### config.mk
export PLATFORM = sky130hd
export DESIGN_NAME = input_event_decode_dual_fifo_top_flat
export DESIGN_NICKNAME = d
export VERILOG_FILES = /design/src/design/iedf_pkg.sv /design/src/design/iedf_in_if.sv /design/src/design/iedf_out_if.sv /design/src/design/iedf_front.sv /design/src/design/iedf_cmd_queue.sv /design/src/design/iedf_back.sv /design/src/design/input_event_decode_dual_fifo_top.sv /design/src/flat_wrapper.sv
export SDC_FILE = /design/constraint.sdc
export NUM_CORES = 2
export LEC_CHECK = 0
export BUFFER_PORTS_ARGS = -buffer_cell sky130_fd_sc_hd__buf_2
export CORE_MARGIN = 8
export CORE_UTILIZATION = 54
export DETAILED_ROUTE_END_ITERATION = 6
export GPL_TIMING_DRIVEN = 1
export PLACE_DENSITY = 0.81
export SYNTH_ARGS = -nofsm -noshare
export SYNTH_HDL_FRONTEND = slang
export SYNTH_HIERARCHICAL = 1
export SYNTH_SLANG_ARGS = --single-unit
### constraint.sdc
create_clock -name clk -period 7.6 [get_ports clk]
set_input_delay 1.14 -clock clk [delete_from_list [all_inputs] [get_ports clk]]
set_output_delay 1.14 -clock clk [all_outputs]
set_load 0.005 [all_outputs]
### src/design/iedf_pkg.sv
`default_nettype none
package iedf_pkg;

  localparam int PAYLOAD_W = 40;
  localparam int LABEL_W   = 32;
  localparam int KEY_W     = 8;

  localparam logic [1:0] REQ_EVENT     = 2'd0;
  localparam logic [1:0] REQ_POP_KEY   = 2'd1;
  localparam logic [1:0] REQ_POP_MOUSE = 2'd2;
  localparam logic [1:0] REQ_UNUSED    = 2'd3;

  localparam logic [LABEL_W-1:0] LABEL_KEY   = 32'd1;
  localparam logic [LABEL_W-1:0] LABEL_MOUSE = 32'd2;

  typedef enum logic [2:0] {
    OP_NONE,
    OP_KEY_PUSH,
    OP_MOUSE_PUSH,
    OP_KEY_POP,
    OP_MOUSE_POP
  } cmd_op_t;

  typedef struct packed {
    cmd_op_t              op;
    logic [PAYLOAD_W-1:0] data;
  } cmd_t;

  typedef enum logic [1:0] {
    BK_IDLE,
    BK_KEY_READ,
    BK_MOUSE_READ
  } back_state_t;

  typedef struct packed {
    logic               available;
    logic               dropped;
    logic [6:0]         scancode;
    logic               pressed;
    logic [7:0]         buttons;
    logic signed [11:0] delta_x;
    logic signed [11:0] delta_y;
    logic signed [7:0]  delta_wheel;
  } res_t;

  typedef struct packed {
    logic key_empty;
    logic key_full;
    logic mouse_empty;
    logic mouse_full;
  } back_stat_t;

endpackage
`default_nettype wire

### src/design/iedf_in_if.sv
`default_nettype none
interface iedf_in_if;
  logic        valid;
  logic        ready;
  logic [1:0]  req_type;
  logic [31:0] label;
  logic [39:0] payload;

  modport source (output valid, req_type, label, payload, input ready);
  modport sink   (input valid, req_type, label, payload, output ready);
endinterface
`default_nettype wire

### src/design/iedf_out_if.sv
`default_nettype none
interface iedf_out_if;
  logic               valid;
  logic               ready;
  logic               available;
  logic               dropped;
  logic [6:0]         scancode;
  logic               pressed;
  logic [7:0]         buttons;
  logic signed [11:0] delta_x;
  logic signed [11:0] delta_y;
  logic signed [7:0]  delta_wheel;

  modport source (output valid, available, dropped, scancode, pressed, buttons,
                  delta_x, delta_y, delta_wheel, input ready);
  modport sink   (input valid, available, dropped, scancode, pressed, buttons,
                  delta_x, delta_y, delta_wheel, output ready);
endinterface
`default_nettype wire

### src/design/iedf_front.sv
`default_nettype none
module iedf_front (
  iedf_in_if.sink       req,
  output iedf_pkg::cmd_t cmd,
  output logic          cmd_valid,
  input  logic          cmd_ready
);
  import iedf_pkg::*;

  logic [7:0] raw;

  assign raw       = req.payload[7:0];
  assign cmd_valid = req.valid;
  assign req.ready = cmd_ready;

  always_comb begin
    cmd.op   = OP_NONE;
    cmd.data = '0;
    unique case (req.req_type)
      REQ_EVENT: begin
        if (req.label == LABEL_KEY) begin
          // store pressed in bit 7: release flag inverted
          cmd.op   = OP_KEY_PUSH;
          cmd.data = {{(PAYLOAD_W-KEY_W){1'b0}}, ~raw[7], raw[6:0]};
        end else if (req.label == LABEL_MOUSE) begin
          cmd.op   = OP_MOUSE_PUSH;
          cmd.data = req.payload;
        end
      end
      REQ_POP_KEY:   cmd.op = OP_KEY_POP;
      REQ_POP_MOUSE: cmd.op = OP_MOUSE_POP;
      REQ_UNUSED:    cmd.op = OP_NONE;
      default:       cmd.op = OP_NONE;
    endcase
  end
endmodule
`default_nettype wire

### src/design/iedf_cmd_queue.sv
`default_nettype none
module iedf_cmd_queue (
  input  logic           clk,
  input  logic           rst,
  input  logic           in_valid,
  input  iedf_pkg::cmd_t in_cmd,
  output logic           in_ready,
  output logic           out_valid,
  output iedf_pkg::cmd_t out_cmd,
  input  logic           out_ready
);
  import iedf_pkg::*;

  cmd_t       slots [2];
  logic       wr_idx;
  logic       rd_idx;
  logic [1:0] count;
  logic       push;
  logic       pop;

  assign in_ready  = (count != 2'd2);
  assign out_valid = (count != 2'd0);
  assign out_cmd   = slots[rd_idx];
  assign push      = in_valid && in_ready;
  assign pop       = out_valid && out_ready;

  always_ff @(posedge clk) begin
    if (rst) begin
      wr_idx <= 1'b0;
      rd_idx <= 1'b0;
      count  <= 2'd0;
    end else begin
      if (push) wr_idx <= ~wr_idx;
      if (pop)  rd_idx <= ~rd_idx;
      case ({push, pop})
        2'b10:   count <= count + 2'd1;
        2'b01:   count <= count - 2'd1;
        default: count <= count;
      endcase
    end
  end

  always_ff @(posedge clk) begin
    if (push) slots[wr_idx] <= in_cmd;
  end
endmodule
`default_nettype wire

### src/design/iedf_back.sv
`default_nettype none
module iedf_back #(
  parameter int KEY_DEPTH   = 64,
  parameter int MOUSE_DEPTH = 64
) (
  input  logic                 clk,
  input  logic                 rst,
  input  logic                 cmd_valid,
  input  iedf_pkg::cmd_t       cmd,
  output logic                 cmd_ready,
  iedf_out_if.source           rsp,
  output iedf_pkg::back_stat_t stat
);
  import iedf_pkg::*;

  localparam int KEY_AW   = $clog2(KEY_DEPTH);
  localparam int MOUSE_AW = $clog2(MOUSE_DEPTH);

  logic [KEY_W-1:0]     key_mem   [KEY_DEPTH];
  logic [PAYLOAD_W-1:0] mouse_mem [MOUSE_DEPTH];
  logic [KEY_W-1:0]     key_rd_data;
  logic [PAYLOAD_W-1:0] mouse_rd_data;

  logic [KEY_AW-1:0]   key_wr;
  logic [KEY_AW-1:0]   key_rd;
  logic [MOUSE_AW-1:0] mouse_wr;
  logic [MOUSE_AW-1:0] mouse_rd;
  logic [KEY_AW-1:0]   key_wr_inc;
  logic [KEY_AW-1:0]   key_rd_inc;
  logic [MOUSE_AW-1:0] mouse_wr_inc;
  logic [MOUSE_AW-1:0] mouse_rd_inc;

  back_state_t state;
  back_state_t state_next;

  logic take;
  logic key_we;
  logic mouse_we;
  logic key_rd_adv;
  logic mouse_rd_adv;
  logic load_res;
  res_t res_next;
  res_t res;
  logic out_valid;

  assign key_wr_inc   = (key_wr == KEY_AW'(KEY_DEPTH - 1)) ? '0 : key_wr + 1'b1;
  assign key_rd_inc   = (key_rd == KEY_AW'(KEY_DEPTH - 1)) ? '0 : key_rd + 1'b1;
  assign mouse_wr_inc = (mouse_wr == MOUSE_AW'(MOUSE_DEPTH - 1)) ? '0 : mouse_wr + 1'b1;
  assign mouse_rd_inc = (mouse_rd == MOUSE_AW'(MOUSE_DEPTH - 1)) ? '0 : mouse_rd + 1'b1;

  assign stat.key_empty   = (key_rd == key_wr);
  assign stat.key_full    = (key_wr_inc == key_rd);
  assign stat.mouse_empty = (mouse_rd == mouse_wr);
  assign stat.mouse_full  = (mouse_wr_inc == mouse_rd);

  // one command at a time, and only while the result register is free
  assign cmd_ready = (state == BK_IDLE) && !out_valid;
  assign take      = cmd_valid && cmd_ready;

  always_comb begin
    state_next = state;
    unique case (state)
      BK_IDLE: begin
        if (take && cmd.op == OP_KEY_POP && !stat.key_empty)
          state_next = BK_KEY_READ;
        else if (take && cmd.op == OP_MOUSE_POP && !stat.mouse_empty)
          state_next = BK_MOUSE_READ;
      end
      BK_KEY_READ:   state_next = BK_IDLE;
      BK_MOUSE_READ: state_next = BK_IDLE;
      default:       state_next = BK_IDLE;
    endcase
  end

  always_comb begin
    key_we       = 1'b0;
    mouse_we     = 1'b0;
    key_rd_adv   = 1'b0;
    mouse_rd_adv = 1'b0;
    load_res     = 1'b0;
    res_next     = '0;
    unique case (state)
      BK_IDLE: begin
        if (take) begin
          unique case (cmd.op)
            OP_KEY_PUSH: begin
              load_res         = 1'b1;
              res_next.dropped = stat.key_full;
              key_we           = !stat.key_full;
            end
            OP_MOUSE_PUSH: begin
              load_res         = 1'b1;
              res_next.dropped = stat.mouse_full;
              mouse_we         = !stat.mouse_full;
            end
            // a pop of a nonempty queue answers from the read state
            OP_KEY_POP:   load_res = stat.key_empty;
            OP_MOUSE_POP: load_res = stat.mouse_empty;
            OP_NONE:      load_res = 1'b1;
            default:      load_res = 1'b1;
          endcase
        end
      end
      BK_KEY_READ: begin
        load_res           = 1'b1;
        key_rd_adv         = 1'b1;
        res_next.available = 1'b1;
        res_next.scancode  = key_rd_data[6:0];
        res_next.pressed   = key_rd_data[7];
      end
      BK_MOUSE_READ: begin
        load_res             = 1'b1;
        mouse_rd_adv         = 1'b1;
        res_next.available   = 1'b1;
        res_next.buttons     = mouse_rd_data[7:0];
        res_next.delta_x     = $signed(mouse_rd_data[19:8]);
        res_next.delta_y     = $signed(mouse_rd_data[31:20]);
        res_next.delta_wheel = $signed(mouse_rd_data[39:32]);
      end
      default: load_res = 1'b0;
    endcase
  end

  always_ff @(posedge clk) begin
    if (rst) begin
      state     <= BK_IDLE;
      key_wr    <= '0;
      key_rd    <= '0;
      mouse_wr  <= '0;
      mouse_rd  <= '0;
      out_valid <= 1'b0;
    end else begin
      state <= state_next;
      if (key_we)       key_wr   <= key_wr_inc;
      if (key_rd_adv)   key_rd   <= key_rd_inc;
      if (mouse_we)     mouse_wr <= mouse_wr_inc;
      if (mouse_rd_adv) mouse_rd <= mouse_rd_inc;
      if (load_res)       out_valid <= 1'b1;
      else if (rsp.ready) out_valid <= 1'b0;
    end
  end

  always_ff @(posedge clk) begin
    if (load_res) res <= res_next;
  end

  always_ff @(posedge clk) begin
    if (key_we) key_mem[key_wr] <= cmd.data[KEY_W-1:0];
    key_rd_data <= key_mem[key_rd];
  end

  always_ff @(posedge clk) begin
    if (mouse_we) mouse_mem[mouse_wr] <= cmd.data;
    mouse_rd_data <= mouse_mem[mouse_rd];
  end

  assign rsp.valid       = out_valid;
  assign rsp.available   = res.available;
  assign rsp.dropped     = res.dropped;
  assign rsp.scancode    = res.scancode;
  assign rsp.pressed     = res.pressed;
  assign rsp.buttons     = res.buttons;
  assign rsp.delta_x     = res.delta_x;
  assign rsp.delta_y     = res.delta_y;
  assign rsp.delta_wheel = res.delta_wheel;
endmodule
`default_nettype wire

### src/design/input_event_decode_dual_fifo_top.sv
`default_nettype none
// Channel | Dir | Beat contents
// req     | in  | req_type, label, payload
// rsp     | out | available, dropped, scancode, pressed, buttons, delta_x/y, delta_wheel
//
// Each req beat gives one rsp beat, in order, through a two-entry command queue.
// The executor answers a push, an ignored item or a pop of an empty queue from idle,
// and a pop of a nonempty queue from a read state (registered memory read); the
// result register must empty before the next command starts, so no new command is
// taken until rsp accepts the last result. req stays ready while the command queue has room.
// Reset clears the pointers and control; the queue memories hold no reset.
module input_event_decode_dual_fifo_top #(
  parameter int KEY_DEPTH   = 64,
  parameter int MOUSE_DEPTH = 64
) (
  input  logic       clk,
  input  logic       rst,
  iedf_in_if.sink    req,
  iedf_out_if.source rsp
);
  import iedf_pkg::*;

  cmd_t       f_cmd;
  logic       f_valid;
  logic       f_ready;
  cmd_t       q_cmd;
  logic       q_valid;
  logic       q_ready;
  back_stat_t stat;

  iedf_front u_front (
    .req       (req),
    .cmd       (f_cmd),
    .cmd_valid (f_valid),
    .cmd_ready (f_ready)
  );

  iedf_cmd_queue u_queue (
    .clk       (clk),
    .rst       (rst),
    .in_valid  (f_valid),
    .in_cmd    (f_cmd),
    .in_ready  (f_ready),
    .out_valid (q_valid),
    .out_cmd   (q_cmd),
    .out_ready (q_ready)
  );

  iedf_back #(
    .KEY_DEPTH   (KEY_DEPTH),
    .MOUSE_DEPTH (MOUSE_DEPTH)
  ) u_back (
    .clk       (clk),
    .rst       (rst),
    .cmd_valid (q_valid),
    .cmd       (q_cmd),
    .cmd_ready (q_ready),
    .rsp       (rsp),
    .stat      (stat)
  );

  a_key_ptrs: assert property (@(posedge clk) disable iff (rst)
    !(stat.key_empty && stat.key_full))
    else $error("key queue both empty and full");

  a_mouse_ptrs: assert property (@(posedge clk) disable iff (rst)
    !(stat.mouse_empty && stat.mouse_full))
    else $error("mouse queue both empty and full");

  a_stall_has_cmd: assert property (@(posedge clk) disable iff (rst)
    !req.ready |-> q_valid)
    else $error("input stalled with no queued command");

  a_avail_no_drop: assert property (@(posedge clk) disable iff (rst)
    rsp.valid && rsp.available |-> !rsp.dropped)
    else $error("popped result flagged as dropped");

  a_empty_result: assert property (@(posedge clk) disable iff (rst)
    rsp.valid && !rsp.available |->
      rsp.scancode == 7'd0 && !rsp.pressed && rsp.buttons == 8'd0 &&
      rsp.delta_x == 12'sd0 && rsp.delta_y == 12'sd0 && rsp.delta_wheel == 8'sd0)
    else $error("non-pop result carries entry fields");
endmodule
`default_nettype wire

### src/flat_wrapper.sv
// flat-port wrapper written by rule: the top's interface ports become plain ports
module input_event_decode_dual_fifo_top_flat import iedf_pkg::*;
#(
  parameter int KEY_DEPTH   = 64,
  parameter int MOUSE_DEPTH = 64
)
  (clk, rst, req_valid, req_req_type, req_label, req_payload, req_ready, rsp_valid, rsp_available, rsp_dropped, rsp_scancode, rsp_pressed, rsp_buttons, rsp_delta_x, rsp_delta_y, rsp_delta_wheel, rsp_ready);
  iedf_in_if req_i ();
  iedf_out_if rsp_i ();
  input  logic clk;
  input  logic rst;
  input wire logic [$bits(req_i.valid)-1:0] req_valid;
  input wire logic [$bits(req_i.req_type)-1:0] req_req_type;
  input wire logic [$bits(req_i.label)-1:0] req_label;
  input wire logic [$bits(req_i.payload)-1:0] req_payload;
  output wire logic [$bits(req_i.ready)-1:0] req_ready;
  output wire logic [$bits(rsp_i.valid)-1:0] rsp_valid;
  output wire logic [$bits(rsp_i.available)-1:0] rsp_available;
  output wire logic [$bits(rsp_i.dropped)-1:0] rsp_dropped;
  output wire logic [$bits(rsp_i.scancode)-1:0] rsp_scancode;
  output wire logic [$bits(rsp_i.pressed)-1:0] rsp_pressed;
  output wire logic [$bits(rsp_i.buttons)-1:0] rsp_buttons;
  output wire logic [$bits(rsp_i.delta_x)-1:0] rsp_delta_x;
  output wire logic [$bits(rsp_i.delta_y)-1:0] rsp_delta_y;
  output wire logic [$bits(rsp_i.delta_wheel)-1:0] rsp_delta_wheel;
  input wire logic [$bits(rsp_i.ready)-1:0] rsp_ready;
  assign req_i.valid = req_valid;
  assign req_i.req_type = req_req_type;
  assign req_i.label = req_label;
  assign req_i.payload = req_payload;
  assign req_ready = req_i.ready;
  assign rsp_valid = rsp_i.valid;
  assign rsp_available = rsp_i.available;
  assign rsp_dropped = rsp_i.dropped;
  assign rsp_scancode = rsp_i.scancode;
  assign rsp_pressed = rsp_i.pressed;
  assign rsp_buttons = rsp_i.buttons;
  assign rsp_delta_x = rsp_i.delta_x;
  assign rsp_delta_y = rsp_i.delta_y;
  assign rsp_delta_wheel = rsp_i.delta_wheel;
  assign rsp_i.ready = rsp_ready;
  input_event_decode_dual_fifo_top #(.KEY_DEPTH(KEY_DEPTH), .MOUSE_DEPTH(MOUSE_DEPTH)) u_core (.clk(clk), .rst(rst), .req(req_i), .rsp(rsp_i));
endmodule
-- After elaboration in Yosys (flattened, before gate mapping)
Memory sizes are Yosys's and may differ from the RTL's. A register that Yosys moved wholly into a read port is not among the register bits.
Cells that the tools add are included.
- add/subtract/negate cells: 6
- $mul: 0
- div/mod/pow operators: 0
- magnitude comparators: 0
- equal/unequal tests: 22
- shift-type cells: 0
- multiplexer cells: 34
- bitwise logic cells: 4
- reductions and logical operators: 22
- operators by type and width (kind ; count):
    two-way mux 43 bit ; 1
    two-way mux 42 bit ; 1
    two-way mux 40 bit ; 1
    equality test 32 x 1 -> 1 bit, second input constant ; 1
    equality test 32 x 2 -> 1 bit, second input constant ; 1
    adder 6 x 1 -> 6 bit, second input constant ; 4
    equality test 6 bit ; 4
    equality test 6 bit, second input constant ; 4
    two-way mux 6 bit ; 4
    two-way mux 1 bit ; 22
    one-hot mux 3 bit (4 select lines) ; 1
    equality test 2 bit, second input constant ; 4
    nonzero test 2 bit ; 4
    logical AND 1 bit ; 7
    equality test 2 x 1 -> 1 bit, second input constant ; 3
    equality test 3 x 2 -> 1 bit, second input constant ; 2
    one-hot mux 1 bit (2 select lines) ; 3
    logical NOT 1 bit ; 5
    logical NOT 2 bit ; 2
    NOT 1 bit ; 4
    one-hot mux 2 bit (2 select lines) ; 1
    OR reduction 2 bit ; 2
    equality test 3 x 1 -> 1 bit, second input constant ; 1
    equality test 3 bit, second input constant ; 1
    5 further kinds ; 5
- register bits: 81
- bits in latches: 0
- RAM bits: 3158
- bits in read-only memories: 0
- input port bits: 78
- output and inout port bits: 52
- memories kept: 3
- memory list (memory ; words ; width ; read ports ; clocked after Yosys merged registers in ; wr ports ; line ; RTL):
    u_core.u_back.mouse_mem ; 64 ; 40 ; 1 ; 1 ; 1 ; iedf_back.sv:20 ; logic [PAYLOAD_W-1:0] mouse_mem [MOUSE_DEPTH];
    u_core.u_back.key_mem ; 64 ; 8 ; 1 ; 1 ; 1 ; iedf_back.sv:19 ; logic [KEY_W-1:0] key_mem [KEY_DEPTH];
    u_core.u_queue.slots ; 2 ; 43 ; 1 ; 1 ; 1 ; iedf_cmd_queue.sv:14 ; cmd_t slots [2];

-- Logic depth before layout (Yosys ltp)
- depth in word-level cells: 9
- gate-level depth with buffers: 10
- mapped depth without buffers: 8

-- Modules after synthesis
The synthesis kept the hierarchy.
- modules (own cells, without submodules) (module ; instances ; cells an instance ; area each (µm²) ; seq. area each (µm²)):
    iedf_back ; 1 ; 5194 ; 121940.7 ; 95251.4
    iedf_cmd_queue ; 1 ; 158 ; 3314.4 ; 2682.6
    iedf_front ; 1 ; 118 ; 674.4 ; 0.0

-- Worst setup path after synthesis
OpenSTA, ideal clock, no wires.
- path type: register to register
- start: reg u_core.u_back.key_rd[0]
- end: reg u_core.u_back.res (netlist bit u_core/u_back/rsp.available) (enable)
- arrival: 4.345 ns
- required time: 7.126 ns
- path slack: 2.781 ns
- stages on the path, launching flop included: 10
- cells stage by stage: dfxtp_1 buf_2 buf_2 buf_2 xnor2_1 nand4_1 nor4_1 nor3_1 a211o_1 a21oi_1
- RTL lines (element ; line ; RTL):
    from (decl) ; iedf_back.sv:25 ; logic [KEY_AW-1:0] key_rd;
    from (signal assigned) ; iedf_back.sv:135 ; if (key_rd_adv) key_rd <= key_rd_inc;
    to (signal assigned) ; iedf_back.sv:144 ; if (load_res) res <= res_next;
    to (decl) ; iedf_back.sv:43 ; res_t res;

==> flow_metrics.env <==
export IMPL_cellPowerDensity_mw_per_mm2=285
export IMPL_vdd_drop_max_mv=0.233
export IMPL_final_common_cell="edfxtp_1"
export IMPL_drt_wl_total_um=330000
export IMPL_cts_resized=0
export IMPL_die_h_um=499
export IMPL_clock_skew_ns=0.0891
export IMPL_rsz0062_at_grt="false"
export IMPL_fin_nets=5873
export IMPL_pre_cts_ws_ns=2.33
export IMPL_crit_fanout=43
export IMPL_htreeDepth=5
export IMPL_cp_start_kind="register"
export IMPL_area_growth_pct=12.2
export IMPL_start_util_pct=54.2
export IMPL_timing_final_ws_setup_ns=2.21
export IMPL_die_w_um=499
export IMPL_required_ns=8.22
export IMPL_vias=62496
export IMPL_post_cts_setup_buffers=0
export IMPL_grt_pass1_wl_um=468000
export IMPL_synthCells=5469
export IMPL_grt_max_degree=134
export IMPL_die_area_mm2=0.249
export IMPL_tightest_slew_ns=1.45
export IMPL_clockBufferDepth=4
export IMPL_ant_nets=0
export IMPL_gp_congestion=0.865
export IMPL_slew_headroom_pct=2.88
export IMPL_path_class="register to register"
export IMPL_finalSetupViolations=0
export IMPL_clk_pin_slew_ns=0.06
export IMPL_cts_root_buf="clkbuf_16"
export IMPL_finalSetupTns_ns=0
export IMPL_final_seq_area_mm2=0.0980
export IMPL_antenna_found_initial=18
export IMPL_grt_usage_pct=26.0
export IMPL_rows=177
export IMPL_final_hold_violation_count=0
export IMPL_clk_latency_ns=0.97
export IMPL_final_period_utilization_pct=71.0
export IMPL_wire_per_inst_um=36.4
export IMPL_via_per_inst=6.88
export IMPL_drc=0
export IMPL_cts_num_sinks=3288
export IMPL_drt_iter0_drc=10285
export IMPL_cts_hold_buf=0
export IMPL_multi_input_area_mm2=0.0270
export IMPL_synthesis_area_mm2=0.126
export IMPL_cts_inserted_buffers=330
export IMPL_cts_tree="built"
export IMPL_hold_class="register to register"
export IMPL_synth_nets=5556
export IMPL_synth_area_per_cell_um2=23.0
export IMPL_placed_cell_area_mm2=0.131
export IMPL_end_kind="register"
export IMPL_final_cell_area_mm2=0.141
export IMPL_arrival_ns=6.02
export IMPL_max_freq_ghz=0.185
export IMPL_outcome="completed"
export IMPL_fillers=14560
export IMPL_drtPass1Iterations=7
export IMPL_core_area_mm2=0.232
export IMPL_place_hpwl_um=175000
export IMPL_io_pins=130
export IMPL_ys_warnings_count=6
export IMPL_grt_pass1_vias=63006
export IMPL_layout_min_cycle_time_ns=5.39
export IMPL_slew_violations=0
export IMPL_drive_gt1_share_pct=30.0
export IMPL_cap_violations=0
export IMPL_p_leak_uw=0.0427
export IMPL_io_buffers=129
export IMPL_mostFrequentLayoutCells="edfxtp_1, mux4_2, clkbuf_16, buf_4, buf_2"
export IMPL_grt_overflow=0
-- path summary, 6_finish.rpt --
kind / slack, ns / depth (start not counted) / start / end
worst min-delay path: 0.52 / 1 / u_core/u_back/key_rd_data[5]$_DFF_P_ / u_core/u_back/rsp.scancode[5]$_SDFFCE_PP0P_
worst max-delay path: 2.21 / 8 / register / u_core/u_back/mouse_mem[27][18]$_DFFE_PP_
worst min register to register: 0.52 / 1 / u_core/u_back/key_rd_data[5]$_DFF_P_ / u_core/u_back/rsp.scancode[5]$_SDFFCE_PP0P_
worst max register to register: 2.21 / 8 / register / u_core/u_back/mouse_mem[27][18]$_DFFE_PP_
-- layer usage --
| metal | up-vias | routed length (µm) | global-route usage, % |
|---|---|---|---|
| met5 | - | 22 | 0 |
| met4 | 4 | 18500 | 11.9 |
| met3 | 904 | 39400 | 5.32 |
| met2 | 5260 | 163000 | 43.1 |
| met1 | 32487 | 110000 | 33.6 |
| li1 | 23841 | - | - |
-- sequential cells by signal, summed over array words and instances, names as in the netlist, 2 cells and up, named ones only --
signal / count
u_core/u_back/rsp.delta_y: 12
u_core/u_back/key_wr: 6
u_core/u_back/key_rd_data: 8
u_core/u_back/rsp.buttons: 8
u_core/u_back/mouse_mem: 2560
u_core/u_back/mouse_rd: 6
u_core/u_back/rsp.scancode: 7
u_core/u_queue/slots: 86
u_core/u_back/rsp.delta_wheel: 8
u_core/u_back/rsp.delta_x: 12
u_core/u_back/key_rd: 6
u_core/u_back/mouse_wr: 6
u_core/u_back/state: 2
u_core/u_queue/count: 2
u_core/u_back/key_mem: 512
u_core/u_back/mouse_rd_data: 40
-- report_power, final --
group	switching, µW	internal (µW)	total (µW)	leakage (µW)
logic	2260	433	2700	0.00787
clock network	6810	9260	16100	0.00509
registers	107	21400	21500	0.0298
-- through the flow --
stage	power, µW	hold slack, ns	instances	util [%]
2_1_floorplan	23000	0.474	5469	-
3_3_place_gp	24300	0.495	8497	56.3
3_5_place_dp	24500	0.508	8497	56.3
4_1_cts	40400	0.477	9075	60.8
5_1_grt	41100	0.519	9077	60.8
6_report	40300	0.520	9082	60.8
-- worst max-delay path, cell delays in order (launching register included) --
cell,delay (ns)
dfxtp_2,0.33
buf_4,0.51
mux2_2,0.45
or2_1,0.29
nor3b_2,0.88
inv_1,0.20
or4_1,0.96
nor2_4,0.97
buf_4,0.41
-- area by class of cell --
type / count / share of cell area, %
Multi-Input combinational cell: 1857 / 19.1
Clock buffer: 401 / 6.10
Tap cell: 3043 / 2.69
Timing Repair Buffer: 291 / 1.40
Inverter: 18 / 0.0549
Sequential cell: 3288 / 69.3
Clock inverter: 177 / 1.27
Antenna cell: 7 / 0.0124
(Power assumes the default switching activity.)
